## config.mk

```make
export PLATFORM = sky130hd
export DESIGN_NAME = futex_wait_wake_table_flat
export DESIGN_NICKNAME = d
export VERILOG_FILES = /design/src/sv/fwt_pkg.sv /design/src/sv/fwt_if.sv /design/src/sv/fwt_ram.sv /design/src/sv/fwt_expiry.sv /design/src/sv/futex_wait_wake_table.sv /design/src/flat_wrapper.sv
export SDC_FILE = /design/constraint.sdc
export NUM_CORES = 2
export LEC_CHECK = 0
export BUFFER_PORTS_ARGS = -buffer_cell sky130_fd_sc_hd__buf_2
export CAP_MARGIN = 10
export CORE_MARGIN = 2
export CORE_UTILIZATION = 40
export CTS_BUF_LIST = sky130_fd_sc_hd__clkbuf_4 sky130_fd_sc_hd__clkbuf_8 sky130_fd_sc_hd__clkbuf_16
export DETAILED_ROUTE_END_ITERATION = 6
export HOLD_SLACK_MARGIN = 0.06
export PLACE_DENSITY_LB_ADDON = 0.05
export SKIP_CTS_REPAIR_TIMING = 1
export SYNTH_ARGS = -nofsm -noshare
export SYNTH_HDL_FRONTEND = slang
export SYNTH_SLANG_ARGS = --single-unit
```

## constraint.sdc

```tcl
create_clock -name clock -period 7.5 [get_ports clock]
set_input_delay 0.375 -clock clock [delete_from_list [all_inputs] [get_ports clock]]
set_output_delay 0.375 -clock clock [all_outputs]
set_load 0.02 [all_outputs]
```

## src/sv/fwt_pkg.sv

```systemverilog
// ----------------------------------------------------------------------------
// fwt_pkg: shared types and constants of the futex wait/wake table
// Command and status codes, controller states, slot entry layout.
// ----------------------------------------------------------------------------
`timescale 1ns / 1ps

package fwt_pkg;

   typedef enum logic [1:0] {
      CMD_WAIT        = 2'd0,
      CMD_WAKE        = 2'd1,
      CMD_CLEAR       = 2'd2,
      CMD_UNSUPPORTED = 2'd3
   } command_type;

   typedef enum logic [2:0] {
      ST_OK          = 3'd0,
      ST_WOULD_BLOCK = 3'd1,
      ST_TIMED_OUT   = 3'd2,
      ST_MUST_WAIT   = 3'd3,
      ST_TABLE_FULL  = 3'd4,
      ST_UNSUPPORTED = 3'd5
   } status_type;

   typedef enum logic [2:0] {
      S_IDLE,
      S_READ,
      S_EVAL,
      S_NEW,
      S_WFIN,
      S_FINAL
   } state_type;

   typedef struct packed {
      logic [15:0] thread;
      logic [31:0] address;
      logic [31:0] expiry;
      logic        woken;
   } slot_entry_type;

   localparam int unsigned SLOT_W = $bits(slot_entry_type);

   localparam logic [31:0] FAR_LIMIT  = 32'hF000_0000;
   localparam logic [31:0] NO_TIMEOUT = 32'hFFFF_FFFF;
   localparam logic [9:0]  MS_PER_SEC = 10'd1000;
   // ceil(2^50 / 1e6): exact quotient for every 30-bit nanosecond value
   localparam logic [30:0] NANO_RECIP = 31'd1125899907;
   localparam int unsigned NANO_SHIFT = 50;
   localparam logic [5:0]  MAX_WOKEN  = 6'd32;

endpackage

```

## src/sv/fwt_if.sv

```systemverilog
// ----------------------------------------------------------------------------
// fwt_if: request and response channels of the futex wait/wake table
// Valid/ready channels; a transfer happens when valid and ready are high.
// ----------------------------------------------------------------------------
`timescale 1ns / 1ps

interface fwt_req_if;
   logic        valid;
   logic        ready;
   logic [1:0]  command;
   logic [15:0] thread_id;
   logic [31:0] address;
   logic [31:0] op_value;
   logic [31:0] current_value;
   logic        has_timeout;
   logic [31:0] timeout_seconds;
   logic [29:0] timeout_nanos;
   logic [31:0] now_ms;
   logic [31:0] wait_start_ms;

   modport source (output valid, command, thread_id, address, op_value, current_value,
                   has_timeout, timeout_seconds, timeout_nanos, now_ms, wait_start_ms,
                   input ready);
   modport sink (input valid, command, thread_id, address, op_value, current_value,
                 has_timeout, timeout_seconds, timeout_nanos, now_ms, wait_start_ms,
                 output ready);
endinterface

interface fwt_rsp_if;
   logic        valid;
   logic        ready;
   logic [2:0]  status;
   logic [31:0] deadline_ms;
   logic        woken_valid;
   logic [15:0] woken_thread;
   logic [5:0]  wake_count;
   logic        last;

   modport source (output valid, status, deadline_ms, woken_valid, woken_thread,
                   wake_count, last, input ready);
   modport sink (input valid, status, deadline_ms, woken_valid, woken_thread,
                 wake_count, last, output ready);
endinterface

```

## src/sv/fwt_ram.sv

```systemverilog
// ----------------------------------------------------------------------------
// fwt_ram: generic simple dual-port RAM
// One write port, one read port with registered read data.
// ----------------------------------------------------------------------------
`timescale 1ns / 1ps

module fwt_ram #(
   parameter int unsigned WIDTH = 8,
   parameter int unsigned DEPTH = 32
) (
   input  logic                                      clock,
   input  logic                                      wr_en,
   input  logic [(DEPTH > 1 ? $clog2(DEPTH) : 1)-1:0] wr_addr,
   input  logic [WIDTH-1:0]                          wr_data,
   input  logic [(DEPTH > 1 ? $clog2(DEPTH) : 1)-1:0] rd_addr,
   output logic [WIDTH-1:0]                          rd_data
);

   logic [WIDTH-1:0] mem [DEPTH];
   logic [WIDTH-1:0] rd_data_ff;

   always_ff @(posedge clock) begin
      if (wr_en) begin
         mem[wr_addr] <= wr_data;
      end
      rd_data_ff <= mem[rd_addr];
   end

   assign rd_data = rd_data_ff;

endmodule

```

## src/sv/fwt_expiry.sv

```systemverilog
// ----------------------------------------------------------------------------
// fwt_expiry: expiry time of a new wait
// now + seconds*1000 + nanos/1e6, two register stages after the transfer.
// ----------------------------------------------------------------------------
`timescale 1ns / 1ps

module fwt_expiry (
   input  logic        clock,
   input  logic        load,
   input  logic        has_timeout,
   input  logic [31:0] timeout_seconds,
   input  logic [29:0] timeout_nanos,
   input  logic [31:0] now_ms,
   output logic [31:0] expiry
);
   import fwt_pkg::*;

   logic [31:0] sec_ms_ff;
   logic [60:0] nano_prod_ff;
   logic        has_ff;
   logic [31:0] now_ff;
   logic [31:0] expiry_ff;
   logic [31:0] expiry_in;
   logic [31:0] nano_ms;

   always_ff @(posedge clock) begin
      if (load) begin
         sec_ms_ff    <= 32'(timeout_seconds * {22'd0, MS_PER_SEC});
         nano_prod_ff <= {31'd0, timeout_nanos} * {30'd0, NANO_RECIP};
         has_ff       <= has_timeout;
         now_ff       <= now_ms;
      end
      expiry_ff <= expiry_in;
   end

   always_comb begin
      nano_ms   = {22'd0, nano_prod_ff[NANO_SHIFT +: 10]};
      expiry_in = has_ff ? (sec_ms_ff + nano_ms + now_ff) : NO_TIMEOUT;
   end

   assign expiry = expiry_ff;

endmodule

```

## src/sv/futex_wait_wake_table.sv

```systemverilog
// ----------------------------------------------------------------------------
// futex_wait_wake_table: waiter table keyed by thread and address
// Flow: a command scans the table slot by slot, reading each slot in S_READ and
//    evaluating each used slot in S_EVAL; a WAIT match or WAKE limit may end it.
// Throughput: one item at a time, set by the single read port of the slot RAM.
// Reset clears all slot used bits at once; slot contents stay undefined.
// ----------------------------------------------------------------------------
`timescale 1ns / 1ps

module futex_wait_wake_table #(
   parameter int unsigned TABLE_ENTRIES = 32
) (
   input logic      clock,
   input logic      reset,
   fwt_req_if.sink  req_chan,
   fwt_rsp_if.source rsp_chan
);
   import fwt_pkg::*;

   localparam int unsigned IDX_W = (TABLE_ENTRIES > 1) ? $clog2(TABLE_ENTRIES) : 1;
   localparam logic [IDX_W-1:0] LAST_IDX = IDX_W'(TABLE_ENTRIES - 1);

   state_type state_ff, state_in;
   logic [IDX_W-1:0] idx_ff, idx_in;
   logic [TABLE_ENTRIES-1:0] used_ff, used_in;
   command_type cmd_ff, cmd_in;
   logic [15:0] tid_ff, tid_in;
   logic [31:0] addr_ff, addr_in;
   logic [31:0] opv_ff, opv_in;
   logic [31:0] cur_ff, cur_in;
   logic [31:0] now_ff, now_in;
   logic [31:0] wstart_ff, wstart_in;
   logic        free_found_ff, free_found_in;
   logic [IDX_W-1:0] free_idx_ff, free_idx_in;
   logic [5:0]  count_ff, count_in;
   logic        pend_ff, pend_in;
   logic [15:0] pend_thread_ff, pend_thread_in;
   status_type  fin_status_ff, fin_status_in;

   logic        o_valid_ff, o_valid_in;
   status_type  o_status_ff, o_status_in;
   logic [31:0] o_deadline_ff, o_deadline_in;
   logic        o_wv_ff, o_wv_in;
   logic [15:0] o_wt_ff, o_wt_in;
   logic [5:0]  o_wc_ff, o_wc_in;
   logic        o_last_ff, o_last_in;

   logic           mem_we;
   logic [IDX_W-1:0] mem_waddr;
   slot_entry_type mem_wdata;
   slot_entry_type entry;
   logic [SLOT_W-1:0] rd_bits;
   logic [31:0]    expiry;
   logic           accept;
   logic           emit_ok;
   logic           at_last;
   logic           limit_hit;
   state_type      end_state;
   logic [31:0]    recheck_dl;
   logic [31:0]    new_dl;

   fwt_ram #(.WIDTH(SLOT_W), .DEPTH(TABLE_ENTRIES)) u_slots (
      .clock   (clock),
      .wr_en   (mem_we),
      .wr_addr (mem_waddr),
      .wr_data (mem_wdata),
      .rd_addr (idx_ff),
      .rd_data (rd_bits)
   );

   fwt_expiry u_expiry (
      .clock           (clock),
      .load            (accept),
      .has_timeout     (req_chan.has_timeout),
      .timeout_seconds (req_chan.timeout_seconds),
      .timeout_nanos   (req_chan.timeout_nanos),
      .now_ms          (req_chan.now_ms),
      .expiry          (expiry)
   );

   assign entry  = slot_entry_type'(rd_bits);
   assign req_chan.ready = (state_ff == S_IDLE);
   assign accept  = req_chan.valid && req_chan.ready;
   assign emit_ok = !o_valid_ff || rsp_chan.ready;

   always_ff @(posedge clock) begin
      if (reset) begin
         state_ff   <= S_IDLE;
         used_ff    <= '0;
         o_valid_ff <= 1'b0;
      end else begin
         state_ff   <= state_in;
         used_ff    <= used_in;
         o_valid_ff <= o_valid_in;
      end
      idx_ff         <= idx_in;
      cmd_ff         <= cmd_in;
      tid_ff         <= tid_in;
      addr_ff        <= addr_in;
      opv_ff         <= opv_in;
      cur_ff         <= cur_in;
      now_ff         <= now_in;
      wstart_ff      <= wstart_in;
      free_found_ff  <= free_found_in;
      free_idx_ff    <= free_idx_in;
      count_ff       <= count_in;
      pend_ff        <= pend_in;
      pend_thread_ff <= pend_thread_in;
      fin_status_ff  <= fin_status_in;
      o_status_ff    <= o_status_in;
      o_deadline_ff  <= o_deadline_in;
      o_wv_ff        <= o_wv_in;
      o_wt_ff        <= o_wt_in;
      o_wc_ff        <= o_wc_in;
      o_last_ff      <= o_last_in;
   end

   always_comb begin
      state_in       = state_ff;
      idx_in         = idx_ff;
      used_in        = used_ff;
      cmd_in         = cmd_ff;
      tid_in         = tid_ff;
      addr_in        = addr_ff;
      opv_in         = opv_ff;
      cur_in         = cur_ff;
      now_in         = now_ff;
      wstart_in      = wstart_ff;
      free_found_in  = free_found_ff;
      free_idx_in    = free_idx_ff;
      count_in       = count_ff;
      pend_in        = pend_ff;
      pend_thread_in = pend_thread_ff;
      fin_status_in  = fin_status_ff;
      o_valid_in     = o_valid_ff && !rsp_chan.ready;
      o_status_in    = o_status_ff;
      o_deadline_in  = o_deadline_ff;
      o_wv_in        = o_wv_ff;
      o_wt_in        = o_wt_ff;
      o_wc_in        = o_wc_ff;
      o_last_in      = o_last_ff;
      mem_we         = 1'b0;
      mem_waddr      = idx_ff;
      mem_wdata      = entry;

      at_last   = (idx_ff == LAST_IDX);
      limit_hit = ({26'd0, count_ff} >= opv_ff) || (count_ff == MAX_WOKEN);
      unique case (cmd_ff)
         CMD_WAIT:  end_state = S_NEW;
         CMD_WAKE:  end_state = S_WFIN;
         default:   end_state = S_FINAL;
      endcase
      recheck_dl = (entry.expiry < FAR_LIMIT) ? (entry.expiry + wstart_ff) : entry.expiry;
      new_dl     = (expiry < FAR_LIMIT) ? (expiry + now_ff) : expiry;

      unique case (state_ff)
         S_IDLE: begin
            if (req_chan.valid) begin
               cmd_in        = command_type'(req_chan.command);
               tid_in        = req_chan.thread_id;
               addr_in       = req_chan.address;
               opv_in        = req_chan.op_value;
               cur_in        = req_chan.current_value;
               now_in        = req_chan.now_ms;
               wstart_in     = req_chan.wait_start_ms;
               idx_in        = '0;
               free_found_in = 1'b0;
               count_in      = '0;
               pend_in       = 1'b0;
               if (command_type'(req_chan.command) == CMD_UNSUPPORTED) begin
                  fin_status_in = ST_UNSUPPORTED;
                  state_in      = S_FINAL;
               end else begin
                  fin_status_in = ST_OK;
                  state_in      = S_READ;
               end
            end
         end
         S_READ: begin
            if (cmd_ff == CMD_WAKE && limit_hit) begin
               state_in = S_WFIN;
            end else if (!used_ff[idx_ff]) begin
               if (!free_found_ff) begin
                  free_found_in = 1'b1;
                  free_idx_in   = idx_ff;
               end
               if (at_last) begin
                  state_in = end_state;
               end else begin
                  idx_in = idx_ff + 1'b1;
               end
            end else begin
               state_in = S_EVAL;
            end
         end
         S_EVAL: begin
            state_in = at_last ? end_state : S_READ;
            if (!at_last) begin
               idx_in = idx_ff + 1'b1;
            end
            unique case (cmd_ff)
               CMD_WAIT: begin
                  if (entry.thread == tid_ff && entry.address == addr_ff) begin
                     if (emit_ok) begin
                        o_valid_in    = 1'b1;
                        o_deadline_in = '0;
                        o_wv_in       = 1'b0;
                        o_wt_in       = '0;
                        o_wc_in       = '0;
                        o_last_in     = 1'b1;
                        state_in      = S_IDLE;
                        if (entry.woken) begin
                           o_status_in      = ST_OK;
                           used_in[idx_ff]  = 1'b0;
                        end else if (entry.expiry <= now_ff) begin
                           o_status_in      = ST_TIMED_OUT;
                           used_in[idx_ff]  = 1'b0;
                        end else begin
                           o_status_in   = ST_MUST_WAIT;
                           o_deadline_in = recheck_dl;
                        end
                     end else begin
                        state_in = S_EVAL;
                        idx_in   = idx_ff;
                     end
                  end
               end
               CMD_WAKE: begin
                  if (entry.address == addr_ff && !entry.woken) begin
                     if (!pend_ff || emit_ok) begin
                        if (pend_ff) begin
                           o_valid_in    = 1'b1;
                           o_status_in   = ST_OK;
                           o_deadline_in = '0;
                           o_wv_in       = 1'b1;
                           o_wt_in       = pend_thread_ff;
                           o_wc_in       = count_ff;
                           o_last_in     = 1'b0;
                        end
                        pend_in         = 1'b1;
                        pend_thread_in  = entry.thread;
                        count_in        = count_ff + 1'b1;
                        mem_we          = 1'b1;
                        mem_wdata.woken = 1'b1;
                     end else begin
                        state_in = S_EVAL;
                        idx_in   = idx_ff;
                     end
                  end
               end
               default: begin
                  if (entry.thread == tid_ff) begin
                     used_in[idx_ff] = 1'b0;
                  end
               end
            endcase
         end
         S_NEW: begin
            if (emit_ok) begin
               o_valid_in    = 1'b1;
               o_deadline_in = '0;
               o_wv_in       = 1'b0;
               o_wt_in       = '0;
               o_wc_in       = '0;
               o_last_in     = 1'b1;
               state_in      = S_IDLE;
               if (cur_ff != opv_ff) begin
                  o_status_in = ST_WOULD_BLOCK;
               end else if (free_found_ff) begin
                  o_status_in            = ST_MUST_WAIT;
                  o_deadline_in          = new_dl;
                  used_in[free_idx_ff]   = 1'b1;
                  mem_we                 = 1'b1;
                  mem_waddr              = free_idx_ff;
                  mem_wdata.thread       = tid_ff;
                  mem_wdata.address      = addr_ff;
                  mem_wdata.expiry       = expiry;
                  mem_wdata.woken        = 1'b0;
               end else begin
                  o_status_in = ST_TABLE_FULL;
               end
            end
         end
         S_WFIN: begin
            if (emit_ok) begin
               o_valid_in    = 1'b1;
               o_status_in   = ST_OK;
               o_deadline_in = '0;
               o_wv_in       = pend_ff;
               o_wt_in       = pend_ff ? pend_thread_ff : '0;
               o_wc_in       = count_ff;
               o_last_in     = 1'b1;
               state_in      = S_IDLE;
            end
         end
         default: begin
            if (emit_ok) begin
               o_valid_in    = 1'b1;
               o_status_in   = fin_status_ff;
               o_deadline_in = '0;
               o_wv_in       = 1'b0;
               o_wt_in       = '0;
               o_wc_in       = '0;
               o_last_in     = 1'b1;
               state_in      = S_IDLE;
            end
         end
      endcase
   end

   assign rsp_chan.valid        = o_valid_ff;
   assign rsp_chan.status       = o_status_ff;
   assign rsp_chan.deadline_ms  = o_deadline_ff;
   assign rsp_chan.woken_valid  = o_wv_ff;
   assign rsp_chan.woken_thread = o_wt_ff;
   assign rsp_chan.wake_count   = o_wc_ff;
   assign rsp_chan.last         = o_last_ff;

endmodule
```

## src/flat_wrapper.sv

```systemverilog
// flat-port wrapper written by rule: the top's interface ports become plain ports
module futex_wait_wake_table_flat import fwt_pkg::*;
#(
   parameter int unsigned TABLE_ENTRIES = 32
)
  (clock, reset, req_chan_valid, req_chan_command, req_chan_thread_id, req_chan_address, req_chan_op_value, req_chan_current_value, req_chan_has_timeout, req_chan_timeout_seconds, req_chan_timeout_nanos, req_chan_now_ms, req_chan_wait_start_ms, req_chan_ready, rsp_chan_valid, rsp_chan_status, rsp_chan_deadline_ms, rsp_chan_woken_valid, rsp_chan_woken_thread, rsp_chan_wake_count, rsp_chan_last, rsp_chan_ready);
  fwt_req_if req_chan_i ();
  fwt_rsp_if rsp_chan_i ();
  input logic clock;
  input logic reset;
  input wire logic [$bits(req_chan_i.valid)-1:0] req_chan_valid;
  input wire logic [$bits(req_chan_i.command)-1:0] req_chan_command;
  input wire logic [$bits(req_chan_i.thread_id)-1:0] req_chan_thread_id;
  input wire logic [$bits(req_chan_i.address)-1:0] req_chan_address;
  input wire logic [$bits(req_chan_i.op_value)-1:0] req_chan_op_value;
  input wire logic [$bits(req_chan_i.current_value)-1:0] req_chan_current_value;
  input wire logic [$bits(req_chan_i.has_timeout)-1:0] req_chan_has_timeout;
  input wire logic [$bits(req_chan_i.timeout_seconds)-1:0] req_chan_timeout_seconds;
  input wire logic [$bits(req_chan_i.timeout_nanos)-1:0] req_chan_timeout_nanos;
  input wire logic [$bits(req_chan_i.now_ms)-1:0] req_chan_now_ms;
  input wire logic [$bits(req_chan_i.wait_start_ms)-1:0] req_chan_wait_start_ms;
  output wire logic [$bits(req_chan_i.ready)-1:0] req_chan_ready;
  output wire logic [$bits(rsp_chan_i.valid)-1:0] rsp_chan_valid;
  output wire logic [$bits(rsp_chan_i.status)-1:0] rsp_chan_status;
  output wire logic [$bits(rsp_chan_i.deadline_ms)-1:0] rsp_chan_deadline_ms;
  output wire logic [$bits(rsp_chan_i.woken_valid)-1:0] rsp_chan_woken_valid;
  output wire logic [$bits(rsp_chan_i.woken_thread)-1:0] rsp_chan_woken_thread;
  output wire logic [$bits(rsp_chan_i.wake_count)-1:0] rsp_chan_wake_count;
  output wire logic [$bits(rsp_chan_i.last)-1:0] rsp_chan_last;
  input wire logic [$bits(rsp_chan_i.ready)-1:0] rsp_chan_ready;
  assign req_chan_i.valid = req_chan_valid;
  assign req_chan_i.command = req_chan_command;
  assign req_chan_i.thread_id = req_chan_thread_id;
  assign req_chan_i.address = req_chan_address;
  assign req_chan_i.op_value = req_chan_op_value;
  assign req_chan_i.current_value = req_chan_current_value;
  assign req_chan_i.has_timeout = req_chan_has_timeout;
  assign req_chan_i.timeout_seconds = req_chan_timeout_seconds;
  assign req_chan_i.timeout_nanos = req_chan_timeout_nanos;
  assign req_chan_i.now_ms = req_chan_now_ms;
  assign req_chan_i.wait_start_ms = req_chan_wait_start_ms;
  assign req_chan_ready = req_chan_i.ready;
  assign rsp_chan_valid = rsp_chan_i.valid;
  assign rsp_chan_status = rsp_chan_i.status;
  assign rsp_chan_deadline_ms = rsp_chan_i.deadline_ms;
  assign rsp_chan_woken_valid = rsp_chan_i.woken_valid;
  assign rsp_chan_woken_thread = rsp_chan_i.woken_thread;
  assign rsp_chan_wake_count = rsp_chan_i.wake_count;
  assign rsp_chan_last = rsp_chan_i.last;
  assign rsp_chan_i.ready = rsp_chan_ready;
  futex_wait_wake_table #(.TABLE_ENTRIES(TABLE_ENTRIES)) u_core (.clock(clock), .reset(reset), .req_chan(req_chan_i), .rsp_chan(rsp_chan_i));
endmodule
```

# After elaboration in Yosys (flattened, before gate mapping)
# Memory sizes are Yosys's and may differ from the RTL's. A register that Yosys moved wholly into a read port is not among the register bits.
# Cells that the tools add are included.
[totals] register_bits=464 ram_bits=2592 in_bits=245 output_inout_bits=61 mem_count=1
[memory_table] name="u_core.u_slots.mem" depth=32 width=81 rd=1 rd_ports_with_merged_regs=1 write_ports=1 line_no="fwt_ram.sv:19" rtl="logic [WIDTH-1:0] mem [DEPTH];"
[op_classes] n_addsub=6 mul=2 magnitude_cmp=8 n_eq_ne=34 muxes=142 bitwise_logic=6 reduce_logical=35
[ops] op="$mux W32" n=21
[ops] op="$mux W81" n=3
[ops] op="$pmux W32 S2" n=3
[ops] op="$mux W16" n=7
[ops] op="$add A32 B32 Y32" n=3
[ops] op="$pmux W32 S3" n=1
[ops] op="$mux W80" n=1
[ops] op="$lt A32 B32 Y1 const B" n=2
[ops] op="$mux W3" n=21
[ops] op="$mul A30 B31 Y60 const B" n=1
[ops] op="$mux W5" n=12
[ops] op="$mux W6" n=10
[ops] op="$pmux W16 S3" n=1
[ops] op="$mux W1" n=37
[ops] op="$add A32 B10 Y32" n=1
[ops] op="$and A32 B32 Y32" n=1
[ops] op="$eq A32 B32 Y1" n=1
[ops] op="$ge A6 B32 Y1" n=1
[ops] op="$le A32 B32 Y1" n=1
[ops] op="$mul A32 B7 Y29 const B" n=1
[ops] op="$ne A32 B32 Y1" n=1
[ops] op="$not A32 Y32" n=1
[ops] op="$or A32 B32 Y32" n=1
[ops] op="$pmux W16 S2" n=1
[ops] op="other kinds (49)" n=100

# Longest topological paths before layout
[depth] depth_word=12 mapped_depth=27

# Hierarchy
# Synthesis repeated with hierarchy kept, for this count alone.
[hier_totals] hier_cells=8421 area_unflattened_um2=140023.0
[modules_own_cells] module="fwt_ram" n_inst=1 cells_per_inst=4751 area_per_inst_um2=100132.3 seq_area_each_um2=79456.2
[modules_own_cells] module="fwt_expiry" n_inst=1 cells_per_inst=2013 area_per_inst_um2=21613.2 seq_area_each_um2=2802.7
[modules_own_cells] module="futex_wait_wake_table" n_inst=1 cells_per_inst=1657 area_per_inst_um2=18277.5 seq_area_each_um2=8888.5

# Least setup slack after synthesis
# No wires, ideal clock.
[synth_path] path_kind="register to register" from="reg u_core.state_ff[0]" to="reg u_core.count_ff[0] (enable)" arrival_time_ns=7.033 required_time_ns=7.175 setup_slack_ns=0.142 stages_incl_launch_ff=6 n_path_buf=2 period_less_slack_ns=7.358 path_cell_list="dfxtp_1 clkbuf_1 clkbuf_1 nor3_1 and2_1 or2_2"
[synth_between] elab_chain_cells=3
[synth_rtl] element="from (decl)" line_no="futex_wait_wake_table.sv:23" rtl="state_type state_ff, state_in;"
[synth_rtl] element="from (signal assigned)" line_no="futex_wait_wake_table.sv:92" rtl="state_ff <= state_in;"
[synth_rtl] element="$logic_not A3 Y1 (*)"
[synth_rtl] element="net req_chan_ready" line_no="flat_wrapper.sv:22" rtl="output wire logic [$bits(req_chan_i.ready)-1:0] req_chan_ready;"
[synth_rtl] element="$ne A2 B2 Y1 (no line) / $reduce_bool A2 Y1 (equally long branches)"
[synth_rtl] element="$reduce_and A5 Y1 (no line) (*)"
[synth_rtl] element="to (signal assigned)" line_no="futex_wait_wake_table.sv:106" rtl="count_ff <= count_in;"
[synth_rtl] element="to (decl)" line_no="futex_wait_wake_table.sv:35" rtl="logic [5:0] count_ff, count_in;"
# Mark *: on every way through the listed nets, which the timed path passes. The rest lies on a longest branch.
# A chain may end at the register's enable or synchronous reset.

# Worst setup path in the final report
[layout_path] from="in req_chan_timeout_nanos[3]" to="reg u_core.u_expiry.nano_prod_ff[55] (data pin)"
[layout_between] elab_chain_cells=1
[layout_rtl] element="from (decl)" line_no="flat_wrapper.sv:19" rtl="input wire logic [$bits(req_chan_i.timeout_nanos)-1:0] req_chan_timeout_nanos;"
[layout_rtl] element="$mul A30 B31 Y60" line_no="fwt_expiry.sv:29" rtl="nano_prod_ff <= {31'd0, timeout_nanos} * {30'd0, NANO_RECIP};"
[layout_rtl] element="to (signal assigned)" line_no="fwt_expiry.sv:29"
[layout_rtl] element="to (decl)" line_no="fwt_expiry.sv:19" rtl="logic [60:0] nano_prod_ff;"
# No other way between the ends.

==> out/qor.csv <==
stage,metric,value,unit
placement,dp_hpwl,222500,um
yosys,synth_area_leader_cell,edfxtp_1,
worst_setup_path,cp-end-kind,flip-flop,
yosys,synth_most_common_cell,edfxtp_1,
worst_setup_path,worstRegToRegCells,11,
pwr,p_total,65.09,mW
yosys,synthTopCellsByCount,"edfxtp_1 (2,904), inv_1 (704), mux4_2 (656)",
placement,gp_congestion,0.8309,
timing,slew_viol_final,0,
final_layout,nets,9572,
yosys,synth_top_area_share,63.77,%
yosys,synth_fp_nets,8808,
pwr,pwr_density_cell,410.6,nW/um2
worst_hold_path,min_to,u_core.rsp_chan.valid$_SDFF_PP0_,
final_layout,final_util,46.62,%
timing,period_minus_slack,6910,ps
floorplan,die_w,588.7,um
yosys,synth_cell_types,87,
yosys,synthArstFlopShare,0,%
timing,period_share,92.13,%
timing,maxClockFrequency,144.7,MHz
yosys,netlist_top_cells_area,"edfxtp_1 (64%), mux4_2 (11%), fa_1 (6.0%)",
yosys,synth.cell_area,136700,um2
final_layout,drive_gt1_share,21.99,%
grt,track_usage,22.78,%
clock_network,clk_pin_slew,60,ps
floorplan,die-area,346500,um2
yosys,yosysWarningCount,0,
drt,drt-initial-drc-count,6658,
grt,grt_pass1_wl,567500,um
drt,vias_per_cell,5.534,
timing,rsz0062_at_grt,false,
clock_network,clock_latency,930,ps
worst_setup_path,crit_required,8150,ps
clock_network,h-tree-depth,5,
clock_network,cts-root-buf,clkbuf_16,
floorplan,start_util,40.21,%
yosys,synth_cells,7609,
worst_setup_path,crit_path_max_fanout,5,
final_layout,design_area,158500,um2
worst_setup_path,start_kind,input pin,
status,status,"complete, no violations",
placement,placed_cell_area,145600,um2
floorplan,placeableCoreArea,340100,um2
final_layout,fill_cells,29200,
worst_hold_path,min_path_type,input pin to flip-flop,
placement,numPortBuffers,302,
yosys,synth_edf_count,2904,
worst_setup_path,r2r_start,u_core.opv_ff[30]$_DFFE_PP_,
timing,worst_slew_pin_slew,1168,ps
drt,drtAntennaViolNets,0,
floorplan,num_io_pins,306,
yosys,yosys_register_bits,3053,
final_layout,syn_to_final_growth,15.93,%
clock_network,cts_sinks,3053,
grt,antenna_found_initial,11,
worst_hold_path,hp-start,rsp_chan_ready,
grt,overflow,0,
yosys,seq_area_frac_synth,65.95,%
yosys,avgSynthCellArea,17.97,um2
floorplan,num_rows,214,
clock_network,cts_tree,built,
timing,worst_clock_skew,73.09,ps
yosys,synth-main-ff-cell,edfxtp_1,
worst_hold_path,hold_depth,5,
pwr,ir_drop,0.0003982,V
drt,vias,73006,
worst_setup_path,crit_arrival,7560,ps
drt,wl,396800,um
drt,drc,0,
timing,setup_viol,0,
drt,drt_first_pass_iters,5,
clock_network,numCtsBuffers,339,
clock_network,clock_path_buffers,4,
run,drv_cap,0,
worst_setup_path,crit_type,input pin to flip-flop,
drt,avgRoutedWirePerCell,30.08,um
worst_setup_path,rrSetupSlack,2110,ps
timing,hold_ws,83.26,ps
pwr,leakage,55.79,nW
timing,slew_headroom,22.13,%
grt,grt_pass1_vias,76610,
timing,hold_viol_final,0,
floorplan,die_y,588.7,um
worst_setup_path,r2r-end,u_core.u_slots.mem[24][42]$_DFFE_PP_,
grt,grt_max_degree,139,
-- per-layer routing --
metal  vias to the layer above  global-route usage, %  wire [um]  part of all wire (%)
met5                         -                      0         17                0.0043
met4                         2                  4.396       6911                   1.7
met3                       403                  2.202      16580                   4.2
met2                      1806                  38.46     195900                    49
met1                     39398                  32.33     177400                    45
li1                      31397                      -          -                     -
-- area by class of cell --
cell class	instances	area, um2	share of cell area, %
Inverter	706	2650	1.672
Clock buffer	430	9415	5.939
Multi-Input combinational cell	3559	43080	27.18
Clock inverter	193	1682	1.061
Sequential cell	3053	90190	56.89
Antenna cell	1	2.502	0.001579
Tap cell	4536	5675	3.580
Timing Repair Buffer	714	5829	3.677
-- how the worst max path moves through the flow --
| stage | start | to | slack (ps) | depth (start not counted) |
|---|---|---|---|---|
| detailed placement | req_chan_timeout_nanos[3] | u_core.u_expiry.nano_prod_ff[55]$_DFFE_PP_ | -460 | 27 |
| finish | req_chan_timeout_nanos[3] | u_core.u_expiry.nano_prod_ff[55]$_DFFE_PP_ | 590 | 27 |
| CTS | req_chan_timeout_nanos[3] | u_core.u_expiry.nano_prod_ff[55]$_DFFE_PP_ | 520 | 27 |
| floorplan | u_core.state_ff[0]$_SDFFE_PP0P_ | u_core.count_ff[0]$_SDFFCE_PN0P_ | 140 | 5 |
| global route | req_chan_timeout_nanos[3] | u_core.u_expiry.nano_prod_ff[56]$_DFFE_PP_ | 140 | 27 |
| global placement | req_chan_timeout_nanos[3] | u_core.u_expiry.nano_prod_ff[55]$_DFFE_PP_ | -440 | 27 |
-- flip-flops by register name, indices dropped and copies added, names as in the netlist, 16 cells and up --
signal and cells:
u_core.u_slots.mem 2592, u_core.u_slots.rd_data 81, u_core.addr_ff 32, u_core.cur_ff 32, u_core.opv_ff 32, u_core.rsp_chan.deadline_ms 32, u_core.u_expiry.expiry 32, u_core.used_ff 32
u_core.wstart_ff 32, u_core.u_expiry.now_ff 31, u_core.u_expiry.sec_ms_ff 29, u_core.pend_thread_ff 16, u_core.rsp_chan.woken_thread 16, u_core.tid_ff 16
-- cells by family (layout without fill, tap and decap cells) --
family,count (synthesis),after routing,share of synthesized area [%]
other,0,1,0
AND/OR/NAND/NOR,680,680,2.471
multiplexers,750,750,11.57
AO/OA/AOI/OAI,966,966,4.890
adder cells (fa/ha/maj),954,954,10.99
flip-flops,3053,3053,65.95
buffers and inverters,997,2043,2.791
XOR/XNOR,209,209,1.339
-- through the flow --
stage	worst slack [ps]	setup TNS (ps)	std cells
2_1_floorplan	141.6	0	7609
3_5_place_dp	-462.3	-3061	12383
4_1_cts	520.3	0	13006
3_3_place_gp	-438.2	-2823	12383
5_1_grt	141.5	0	13192
6_report	590.4	0	13192
-- worst max-delay path: stages --
cell	delay [ps]
buf_2	110
inv_1	60
fa_1	570
inv_1	80
fa_1	540
inv_1	50
fa_1	480
fa_1	510
inv_1	60
fa_1	480
fa_1	500
fa_1	490
inv_1	50
fa_1	470
inv_1	40
ha_1	280
a21o_1	180
a21oi_1	140
a2bb2oi_1	220
o211ai_1	120
buf_4	170
a221oi_2	360
o21ai_1	180
a41o_1	360
a211o_1	360
a21o_1	160
and2_1	140
-- placed cells by master (no fill, tap or decap), drive strengths merged, types with 160 or more instances in the layout --
master	instances
edfxtp	2904
inv	719
mux4	656
ha	543
buf	531
clkbuf	430
fa	411
a22oi	331
dlygate4sd3	183
nand2	178
nor2	167
a21oi	160
-- report_power, final --
group	switching, mW	leakage [nW]	internal (mW)
clock	6.83	5.56	9.75
sequential	0.867	27.6	21.8
combinational	15.1	22.6	10.8
total	22.8	55.8	42.3
(Power assumes the default switching activity.)
